## config.mk

```make
export PLATFORM = sky130hd
export DESIGN_NAME = frame_counter_gap_padder
export DESIGN_NICKNAME = d
export VERILOG_FILES = /design/src/hw/rtl/fcgp_pkg.sv /design/src/hw/rtl/fcgp_ctrl.sv /design/src/hw/rtl/fcgp_dp.sv /design/src/hw/rtl/frame_counter_gap_padder.sv
export SDC_FILE = /design/constraint.sdc
export NUM_CORES = 1
export LEC_CHECK = 0
export BUFFER_PORTS_ARGS = -buffer_cell sky130_fd_sc_hd__buf_2
export CAP_MARGIN = 20
export CORE_UTILIZATION = 30
export CTS_CLUSTER_DIAMETER = 40
export DETAILED_ROUTE_END_ITERATION = 10
export GPL_TIMING_DRIVEN = 1
export PLACE_DENSITY = 0.58
export SLEW_MARGIN = 10
export SYNTH_ARGS = -nofsm -noshare
export SYNTH_HDL_FRONTEND = slang
export SYNTH_SLANG_ARGS = --single-unit
```

## constraint.sdc

```tcl
create_clock -name clk_i -period 12.2 [get_ports clk_i]
set_input_delay 2.44 -clock clk_i [delete_from_list [all_inputs] [get_ports clk_i]]
set_output_delay 2.44 -clock clk_i [all_outputs]
set_load 0.02 [all_outputs]
```

## src/hw/rtl/fcgp_pkg.sv

```systemverilog
package fcgp_pkg;

  // Result status codes.
  typedef enum logic [1:0] {
    StatusOk          = 2'd0,
    StatusOutOfOrder  = 2'd1,
    StatusGapTooLarge = 2'd2
  } status_e;

  // Configuration register indexes (byte address is 4 times the index).
  typedef enum logic [1:0] {
    RegPadGaps       = 2'd0,
    RegMaxPadFrames  = 2'd1,
    RegBurstSynth    = 2'd2
  } reg_idx_e;

  typedef enum logic {
    CtlIdle,
    CtlPad
  } ctl_state_e;

  localparam int unsigned CfgAddrWidth       = 4;
  localparam int unsigned PadCntWidth        = 6;
  localparam logic [PadCntWidth-1:0] MaxPad  = 6'd63;
  localparam logic [PadCntWidth-1:0] MaxPadFramesReset = 6'd16;

  typedef struct packed {
    logic accept;     // input transaction taken this cycle
    logic emit_pad;   // load the next padding plan
    logic emit_real;  // load the real frame plan after padding
    logic pop;        // output transaction taken this cycle
  } dp_cmd_t;

  typedef struct packed {
    logic out_valid;  // output register holds a result
    logic need_pad;   // the offered frame opens a padding burst
    logic pad_more;   // padding plans still to load
  } dp_status_t;

  typedef struct packed {
    status_e     status;
    logic [31:0] out_index;
    logic [31:0] source_index;
    logic        is_padding;
    logic        plan_counter_valid;
    logic [31:0] plan_counter;
    logic        gap_seen;
    logic [30:0] missing_count;
    logic        gap_padded;
    logic [31:0] prior_counter;
    logic        signal_locked;
    logic        last;
  } result_t;

endpackage

```

## src/hw/rtl/fcgp_ctrl.sv

```systemverilog
module fcgp_ctrl (
  input  logic                 clk_i,
  input  logic                 rst_ni,
  input  logic                 in_valid_i,
  output logic                 in_ready_o,
  input  logic                 out_ready_i,
  input  fcgp_pkg::dp_status_t sts_i,
  output fcgp_pkg::dp_cmd_t    cmd_o
);

  fcgp_pkg::ctl_state_e state_q, state_d;
  logic                 adv;

  always_ff @(posedge clk_i or negedge rst_ni) begin
    if (!rst_ni) begin
      state_q <= fcgp_pkg::CtlIdle;
    end else begin
      state_q <= state_d;
    end
  end

  always_comb begin
    // The output register can take a new result when empty or being drained.
    adv           = !sts_i.out_valid || out_ready_i;
    state_d       = state_q;
    in_ready_o    = 1'b0;
    cmd_o         = '0;
    cmd_o.pop     = sts_i.out_valid && out_ready_i;
    unique case (state_q)
      fcgp_pkg::CtlIdle: begin
        in_ready_o   = adv;
        cmd_o.accept = adv && in_valid_i;
        if (cmd_o.accept && sts_i.need_pad) begin
          state_d = fcgp_pkg::CtlPad;
        end
      end
      fcgp_pkg::CtlPad: begin
        cmd_o.emit_pad  = adv && sts_i.pad_more;
        cmd_o.emit_real = adv && !sts_i.pad_more;
        if (cmd_o.emit_real) begin
          state_d = fcgp_pkg::CtlIdle;
        end
      end
      default: begin
        state_d = fcgp_pkg::CtlIdle;
      end
    endcase
  end

endmodule

```

## src/hw/rtl/fcgp_dp.sv

```systemverilog
module fcgp_dp (
  input  logic                  clk_i,
  input  logic                  rst_ni,
  input  fcgp_pkg::dp_cmd_t     cmd_i,
  output fcgp_pkg::dp_status_t  sts_o,
  input  logic                  pad_gaps_i,
  input  logic [5:0]            max_pad_frames_i,
  input  logic                  burst_synthesised_i,
  input  logic [31:0]           stored_index_i,
  input  logic                  counter_present_i,
  input  logic [31:0]           counter_value_i,
  output fcgp_pkg::result_t     res_o,
  output logic                  out_valid_o
);

  // Frame history and output counter.
  logic        have_prior_q, have_prior_d;
  logic [31:0] prior_idx_q, prior_idx_d;
  logic        prior_cv_q, prior_cv_d;
  logic [31:0] prior_cval_q, prior_cval_d;
  logic [31:0] count_q, count_d;
  logic        broken_q, broken_d;

  // Output register and the frame held during a padding burst.
  logic                               out_valid_q, out_valid_d;
  fcgp_pkg::result_t                  res_q, res_d;
  logic [fcgp_pkg::PadCntWidth-1:0]   pad_left_q, pad_left_d;
  logic [31:0]                        it_sidx_q, it_sidx_d;
  logic                               it_cpres_q, it_cpres_d;
  logic [31:0]                        it_pcval_q, it_pcval_d;
  logic [fcgp_pkg::PadCntWidth-1:0]   it_miss_q, it_miss_d;
  logic [31:0]                        it_prior_q, it_prior_d;

  // Decision on the offered frame.
  logic [fcgp_pkg::PadCntWidth-1:0] limit;
  logic [31:0] step;
  logic [31:0] pcval;
  logic [30:0] miss;
  logic        ooo, step_ok, gap, forward, over, gap_ok, need_pad, set_brk;
  fcgp_pkg::result_t res_final, res_real;

  function automatic fcgp_pkg::result_t pad_plan(logic [31:0] oidx, logic [31:0] sidx,
                                                 logic locked);
    fcgp_pkg::result_t r;
    r               = '0;
    r.status        = fcgp_pkg::StatusOk;
    r.out_index     = oidx;
    r.source_index  = sidx;
    r.is_padding    = 1'b1;
    r.signal_locked = locked;
    r.last          = 1'b0;
    return r;
  endfunction

  always_comb begin
    limit     = (max_pad_frames_i < fcgp_pkg::MaxPad) ? max_pad_frames_i : fcgp_pkg::MaxPad;
    pcval     = counter_present_i ? counter_value_i : 32'd0;
    step      = counter_value_i - prior_cval_q;
    ooo       = have_prior_q && (stored_index_i <= prior_idx_q);
    step_ok   = have_prior_q && prior_cv_q && counter_present_i;
    gap       = step_ok && (step != 32'd1);
    // A forward step lies in 2 .. 2^31-1.
    forward   = !step[31] && (step > 32'd1);
    miss      = forward ? (step[30:0] - 31'd1) : 31'd0;
    gap_ok    = gap && !ooo;
    over      = pad_gaps_i && gap_ok && forward &&
                ((miss[30:fcgp_pkg::PadCntWidth] != '0) ||
                 (miss[fcgp_pkg::PadCntWidth-1:0] > limit));
    need_pad  = gap_ok && pad_gaps_i && forward && !over;
    set_brk   = gap_ok && !over && !(pad_gaps_i && forward);

    res_final                    = '0;
    res_final.status             = ooo  ? fcgp_pkg::StatusOutOfOrder :
                                   over ? fcgp_pkg::StatusGapTooLarge : fcgp_pkg::StatusOk;
    res_final.out_index          = count_q;
    res_final.source_index       = stored_index_i;
    res_final.is_padding         = 1'b0;
    res_final.plan_counter_valid = counter_present_i;
    res_final.plan_counter       = pcval;
    res_final.gap_seen           = gap_ok;
    res_final.missing_count      = gap_ok ? miss : 31'd0;
    res_final.gap_padded         = 1'b0;
    res_final.prior_counter      = gap_ok ? prior_cval_q : 32'd0;
    res_final.signal_locked      = burst_synthesised_i && !(broken_q || set_brk);
    res_final.last               = 1'b1;

    res_real                     = '0;
    res_real.status              = fcgp_pkg::StatusOk;
    res_real.out_index           = count_q;
    res_real.source_index        = it_sidx_q;
    res_real.is_padding          = 1'b0;
    res_real.plan_counter_valid  = it_cpres_q;
    res_real.plan_counter        = it_pcval_q;
    res_real.gap_seen            = 1'b1;
    res_real.missing_count       = {{(31-fcgp_pkg::PadCntWidth){1'b0}}, it_miss_q};
    res_real.gap_padded          = 1'b1;
    res_real.prior_counter       = it_prior_q;
    res_real.signal_locked       = burst_synthesised_i && !broken_q;
    res_real.last                = 1'b1;
  end

  always_comb begin
    have_prior_d = have_prior_q;
    prior_idx_d  = prior_idx_q;
    prior_cv_d   = prior_cv_q;
    prior_cval_d = prior_cval_q;
    count_d      = count_q;
    broken_d     = broken_q;
    out_valid_d  = out_valid_q && !cmd_i.pop;
    res_d        = res_q;
    pad_left_d   = pad_left_q;
    it_sidx_d    = it_sidx_q;
    it_cpres_d   = it_cpres_q;
    it_pcval_d   = it_pcval_q;
    it_miss_d    = it_miss_q;
    it_prior_d   = it_prior_q;

    if (cmd_i.accept) begin
      out_valid_d = 1'b1;
      if (need_pad) begin
        res_d      = pad_plan(count_q, stored_index_i, burst_synthesised_i && !broken_q);
        count_d    = count_q + 32'd1;
        pad_left_d = miss[fcgp_pkg::PadCntWidth-1:0] - 1'b1;
        it_sidx_d  = stored_index_i;
        it_cpres_d = counter_present_i;
        it_pcval_d = pcval;
        it_miss_d  = miss[fcgp_pkg::PadCntWidth-1:0];
        it_prior_d = prior_cval_q;
      end else begin
        res_d = res_final;
        if (!ooo && !over) begin
          count_d      = count_q + 32'd1;
          have_prior_d = 1'b1;
          prior_idx_d  = stored_index_i;
          prior_cv_d   = counter_present_i;
          prior_cval_d = pcval;
          broken_d     = broken_q || set_brk;
        end
      end
    end else if (cmd_i.emit_pad) begin
      out_valid_d = 1'b1;
      res_d       = pad_plan(count_q, it_sidx_q, burst_synthesised_i && !broken_q);
      count_d     = count_q + 32'd1;
      pad_left_d  = pad_left_q - 1'b1;
    end else if (cmd_i.emit_real) begin
      out_valid_d  = 1'b1;
      res_d        = res_real;
      count_d      = count_q + 32'd1;
      have_prior_d = 1'b1;
      prior_idx_d  = it_sidx_q;
      prior_cv_d   = it_cpres_q;
      prior_cval_d = it_pcval_q;
    end
  end

  always_ff @(posedge clk_i or negedge rst_ni) begin
    if (!rst_ni) begin
      have_prior_q <= 1'b0;
      prior_idx_q  <= '0;
      prior_cv_q   <= 1'b0;
      prior_cval_q <= '0;
      count_q      <= '0;
      broken_q     <= 1'b0;
      out_valid_q  <= 1'b0;
      pad_left_q   <= '0;
    end else begin
      have_prior_q <= have_prior_d;
      prior_idx_q  <= prior_idx_d;
      prior_cv_q   <= prior_cv_d;
      prior_cval_q <= prior_cval_d;
      count_q      <= count_d;
      broken_q     <= broken_d;
      out_valid_q  <= out_valid_d;
      pad_left_q   <= pad_left_d;
    end
  end

  always_ff @(posedge clk_i) begin
    res_q      <= res_d;
    it_sidx_q  <= it_sidx_d;
    it_cpres_q <= it_cpres_d;
    it_pcval_q <= it_pcval_d;
    it_miss_q  <= it_miss_d;
    it_prior_q <= it_prior_d;
  end

  assign sts_o.out_valid = out_valid_q;
  assign sts_o.need_pad  = need_pad;
  assign sts_o.pad_more  = (pad_left_q != '0);
  assign res_o           = res_q;
  assign out_valid_o     = out_valid_q;

endmodule

```

## src/hw/rtl/frame_counter_gap_padder.sv

```systemverilog
// Channel   Direction  Handshake                  Payload
// input     in         in_valid_i / in_ready_o    stored_index_i, counter_present_i,
//                                                 counter_value_i
// output    out        out_valid_o / out_ready_i  status_o .. last_o, one plan each
// config    in         psel/penable/pwrite/pready paddr, pwdata, prdata
//
// Frames without padding stream at one per cycle while the output is not stalled.
// A frame padded with N plans gives N+1 plans, padding first; the single output
// register loads one plan per cycle while it is not stalled.
// Reset clears the frame history and counters at once; there is no clearing pass.
// A stalled output holds its plan, and a new frame is taken only when the output
// register is empty or being drained in the same cycle.
module frame_counter_gap_padder (
  input  logic        clk_i,
  input  logic        rst_ni,
  input  logic        in_valid_i,
  output logic        in_ready_o,
  input  logic [31:0] stored_index_i,
  input  logic        counter_present_i,
  input  logic [31:0] counter_value_i,
  output logic        out_valid_o,
  input  logic        out_ready_i,
  output logic [1:0]  status_o,
  output logic [31:0] out_index_o,
  output logic [31:0] source_index_o,
  output logic        is_padding_o,
  output logic        plan_counter_valid_o,
  output logic [31:0] plan_counter_o,
  output logic        gap_seen_o,
  output logic [30:0] missing_count_o,
  output logic        gap_padded_o,
  output logic [31:0] prior_counter_o,
  output logic        signal_locked_o,
  output logic        last_o,
  input  logic        psel,
  input  logic        penable,
  input  logic        pwrite,
  input  logic [fcgp_pkg::CfgAddrWidth-1:0] paddr,
  input  logic [31:0] pwdata,
  output logic [31:0] prdata,
  output logic        pready
);

  logic                 pad_gaps_q;
  logic [5:0]           max_pad_frames_q;
  logic                 burst_q;
  logic                 cfg_wr;
  fcgp_pkg::reg_idx_e   reg_idx;
  fcgp_pkg::dp_cmd_t    cmd;
  fcgp_pkg::dp_status_t sts;
  fcgp_pkg::result_t    res;

  assign pready  = 1'b1;
  assign cfg_wr  = psel && penable && pwrite;
  assign reg_idx = fcgp_pkg::reg_idx_e'(paddr[3:2]);

  always_ff @(posedge clk_i or negedge rst_ni) begin
    if (!rst_ni) begin
      pad_gaps_q       <= 1'b0;
      max_pad_frames_q <= fcgp_pkg::MaxPadFramesReset;
      burst_q          <= 1'b0;
    end else if (cfg_wr) begin
      unique case (reg_idx)
        fcgp_pkg::RegPadGaps:      pad_gaps_q       <= pwdata[0];
        fcgp_pkg::RegMaxPadFrames: max_pad_frames_q <= pwdata[5:0];
        fcgp_pkg::RegBurstSynth:   burst_q          <= pwdata[0];
        default: ;
      endcase
    end
  end

  always_comb begin
    unique case (reg_idx)
      fcgp_pkg::RegPadGaps:      prdata = {31'd0, pad_gaps_q};
      fcgp_pkg::RegMaxPadFrames: prdata = {26'd0, max_pad_frames_q};
      fcgp_pkg::RegBurstSynth:   prdata = {31'd0, burst_q};
      default:                   prdata = 32'd0;
    endcase
  end

  fcgp_ctrl u_ctrl (
    .clk_i       (clk_i),
    .rst_ni      (rst_ni),
    .in_valid_i  (in_valid_i),
    .in_ready_o  (in_ready_o),
    .out_ready_i (out_ready_i),
    .sts_i       (sts),
    .cmd_o       (cmd)
  );

  fcgp_dp u_dp (
    .clk_i               (clk_i),
    .rst_ni              (rst_ni),
    .cmd_i               (cmd),
    .sts_o               (sts),
    .pad_gaps_i          (pad_gaps_q),
    .max_pad_frames_i    (max_pad_frames_q),
    .burst_synthesised_i (burst_q),
    .stored_index_i      (stored_index_i),
    .counter_present_i   (counter_present_i),
    .counter_value_i     (counter_value_i),
    .res_o               (res),
    .out_valid_o         (out_valid_o)
  );

  assign status_o             = res.status;
  assign out_index_o          = res.out_index;
  assign source_index_o       = res.source_index;
  assign is_padding_o         = res.is_padding;
  assign plan_counter_valid_o = res.plan_counter_valid;
  assign plan_counter_o       = res.plan_counter;
  assign gap_seen_o           = res.gap_seen;
  assign missing_count_o      = res.missing_count;
  assign gap_padded_o         = res.gap_padded;
  assign prior_counter_o      = res.prior_counter;
  assign signal_locked_o      = res.signal_locked;
  assign last_o               = res.last;

`ifndef SYNTHESIS
  // A new frame is never taken while a result is stuck in the output register.
  a_ready_only_when_free: assert property (@(posedge clk_i) disable iff (!rst_ni)
    in_ready_o |-> (!out_valid_o || out_ready_i))
    else $error("input ready while output register is stalled");

  // Padding plans always precede the real frame plan.
  a_pad_not_last: assert property (@(posedge clk_i) disable iff (!rst_ni)
    (out_valid_o && is_padding_o) |-> !last_o)
    else $error("padding plan marked last");

  // While a padding burst drains, no new frame is accepted.
  a_no_accept_mid_burst: assert property (@(posedge clk_i) disable iff (!rst_ni)
    (out_valid_o && out_ready_i && !last_o) |-> !in_ready_o)
    else $error("frame accepted inside a padding burst");

  // A rejected frame yields a single, final result.
  a_reject_is_last: assert property (@(posedge clk_i) disable iff (!rst_ni)
    (out_valid_o && (status_o != fcgp_pkg::StatusOk)) |-> (last_o && !is_padding_o))
    else $error("rejected frame result not final");

  // The output index advances by one after every delivered ok plan.
  a_index_steps: assert property (@(posedge clk_i) disable iff (!rst_ni)
    (out_valid_o && out_ready_i && (status_o == fcgp_pkg::StatusOk)) |=>
      (!out_valid_o || (out_index_o == $past(out_index_o) + 32'd1)))
    else $error("output index did not advance by one");
`endif

endmodule
```

==> impl_metrics.toml <==
[run_status]
outcome = "finished, final reports clean"

[global_route]
grt_pass1_vias = 14000
grt_max_degree = 99
overflow = 0
grt_pass1_wl_um = 79800
gr-usage-all-layers = 0.162
antenna_found_initial = 7

[place]
dpl_cell_area_um2 = 21000
dp_cells = 2733
dp_hpwl_um = 36100
port_buffers = 254
dp_slack_ns = 1.34
place.gp.congestion = 0.864

[synth]
synth_simple_gate_area_frac = 0.138
ys_async_sr_fraction = 0.299
yosysWarnings = 0
synth_compound_gate_area_share = 0.119
synth_fa_ha_area_frac = 0.0492
synth_edf_count = 270
synthMuxAreaShare = 0.0241
yosys_register_bits = 385
yosysUniqueCellTypes = 88
synth_flop_cell = "edfxtp_1"
syn_area_per_cell_um2 = 11.2
seq_area_frac_synth = 0.579
syn_area_um2 = 19000
synth_top_family_by_area = "simple AND/OR/NAND/NOR gates"
synthCells = 1702
synth_xor_area_frac = 0.0369

[clock_network]
hold_buffers = 0
cts_tree = "built"
cts.path.max_buffers = 3
path_clk_slew_ns = 0.05
cts_made_buffers = 72
cts-htree-levels = 3
clockRootBuffer = "clkbuf_16"
postCtsResizedCells = 0
clk_latency_ns = 0.61
post-cts-setup-buffers = 0
cts.sinks = 385

[pwr]
peakVddDrop_uv = 101
powerDensity_nw_per_um2 = 234
p_total_mw = 5.49
p_leak_nw = 9.96

[timing]
tns_ns = 0
whs_ns = 0.446
clock_skew_ns = 0.0381
hold_viol = 0
finalCritPeriodShare = 0.843
period_needed_ns = 10.29
grt_setup_unrepaired = "no"
slew_violations = 0
setup_ws_ns = 1.91
relSlewSlack = 0.302
finalSetupViolCount = 0
fmax_mhz = 97.2
tightest_slew_ns = 1.05

[detailed_routing]
met1_length_um = 22300
routed-wl-met2_um = 24500
ant_nets = 0
first_iter_violations = 827
via_count = 13800
drt_pass1_iterations = 5
wl_met3_um = 3140
vias_per_cell = 4.82
drt-total-wl_um = 52000
route.detailed.drc = 0
highest_layer = "met5"
wire_per_inst_um = 18.1

[layout]
syn_to_final_growth_pct = 23.5
fin_nets = 2153
fin_cells = 2868
num-fill-cells = 6193
multiInputGateArea_um2 = 7110
layout_common_cells = "edfxtp_1 (270), buf_2 (253), nand2_1 (248)"
final_layout_size_suffix_gt1_frac = 0.211
stdcell_area_um2 = 23400
utilization = 0.377
layout_commonest_cell = "edfxtp_1"
regArea_um2 = 11000

[flow_run]
maxCapViolCount = 0

[floorplan]
num_io_pins = 310
core_um2 = 62200
die_height_um = 254
fp-row-count = 91
initial_core_util = 0.305
die_x_um = 254
die-area_um2 = 64300

[worst_setup_path]
critPathRequiredTime_ns = 12.49
cp.arrival_ns = 10.58
crit_top_cell = "nand4_1"
crit_slowest_cell = "nand2b_2"
critPathLaunchType = "input pin"
endpoint_kind = "register"
worst-setup-path-type = "in2reg"
cp_max_fo = 34
crit_path_max_incr_delay_ns = 0.79

[worst_hold_path]
hp-class = "reg2reg"
-- layout make-up --
type,count,share of cell area
antenna,3,0.000320
sequential,385,0.469
clock inverter,44,0.0207
tap,837,0.0447
timing repair buffer,266,0.0596
multi-input combinational,1121,0.303
inverter,125,0.0200
clock buffer,87,0.0828
-- flip-flops by register name (all words and copies together), names as in the netlist --
| name | flops |
|---|---|
| u_dp.count_q | 32 |
| u_dp.prior_cval_q | 32 |
| u_dp.res_o | 167 |
| pad_gaps_q | 1 |
| u_dp.it_sidx_q | 32 |
| u_dp.prior_idx_q | 32 |
| u_dp.have_prior_q | 1 |
| u_dp.it_pcval_q | 32 |
| burst_q | 1 |
| u_dp.out_valid_o | 1 |
| u_dp.broken_q | 1 |
| u_dp.it_miss_q | 6 |
| max_pad_frames_q | 6 |
| u_dp.pad_left_q | 6 |
| u_dp.it_prior_q | 32 |
| u_ctrl.state_q | 1 |
| u_dp.it_cpres_q | 1 |
| u_dp.prior_cv_q | 1 |
-- path summary, 6_finish.rpt --
path / startpoint / end / slack [ns] / cells after the start
setup / recovery: counter_value_i[0] / u_dp.res_o[69] / 1.91 / 29
hold / removal: u_dp.count_q[13] / u_dp.res_o[146] / 0.45 / 0
setup reg to reg: u_dp.prior_cval_q[0] / u_dp.res_o[69] / 3.47 / 27
hold reg to reg: u_dp.count_q[13] / u_dp.res_o[146] / 0.45 / 0
max in group asynchronous: rst_ni / max_pad_frames_q[5] / 8.81 / 2
min in group asynchronous: rst_ni / u_dp.prior_idx_q[14] / 1.97 / 1
-- synth_stat cells (13+ instances only) --
master    instances  area [um2]
nand2b_1         16         100
mux2_1           31         349
or3_1            13        81.3
inv_1           124         465
nor2b_1          14        87.6
edfxtp_1        270        8110
dfrtp_1         114        2850
a21o_1           20         150
nand2_1         250         938
xor2_1           29         254
ha_1             73         913
nand3_1          30         150
buf_2            17        85.1
xnor2_1          51         447
o21ai_0          39         195
clkbuf_1         41         154
nor2_1          124         465
nand4_1          28         175
buf_4            30         225
a21oi_1          79         395
o21ai_1          39         195
a22o_1           38         333
nor3_1           19        95.1
a211oi_1         32         240
and2_1           17         106
-- where the power goes --
part           internal (mW)  switching, mW  leakage, nW  total [mW]
Sequential              1.60          0.102         3.93        1.70
Clock                   1.27          0.691         1.14        1.96
Combinational          0.647           1.18         4.89        1.83
-- metal layers --
metal,track usage,vias to the layer above
li1,-,6587
met1,0.202,6674
met2,0.265,421
met3,0.0390,138
met4,0.0745,10
met5,0,-
-- kinds of logic (layout without fill, tap and decap cells) --
logic type / Yosys count / count (layout)
and+or+nand+nor: 567 / 567
DFF: 385 / 385
AOI/OAI and AO/OA: 332 / 332
buffers and inverters: 221 / 522
xor gates and xnor gates: 80 / 80
adders and majority gates: 74 / 74
muxes: 41 / 41
other: 2 / 30
-- worst max-delay path: cells and delay by family --
kind            cells  cell delay [ns]
compound gates     11             3.03
fa+ha+maj           3             0.98
buf+inv             2             0.13
simple gates       13             3.96
Note: power is estimated with default switching activity, not from simulation.
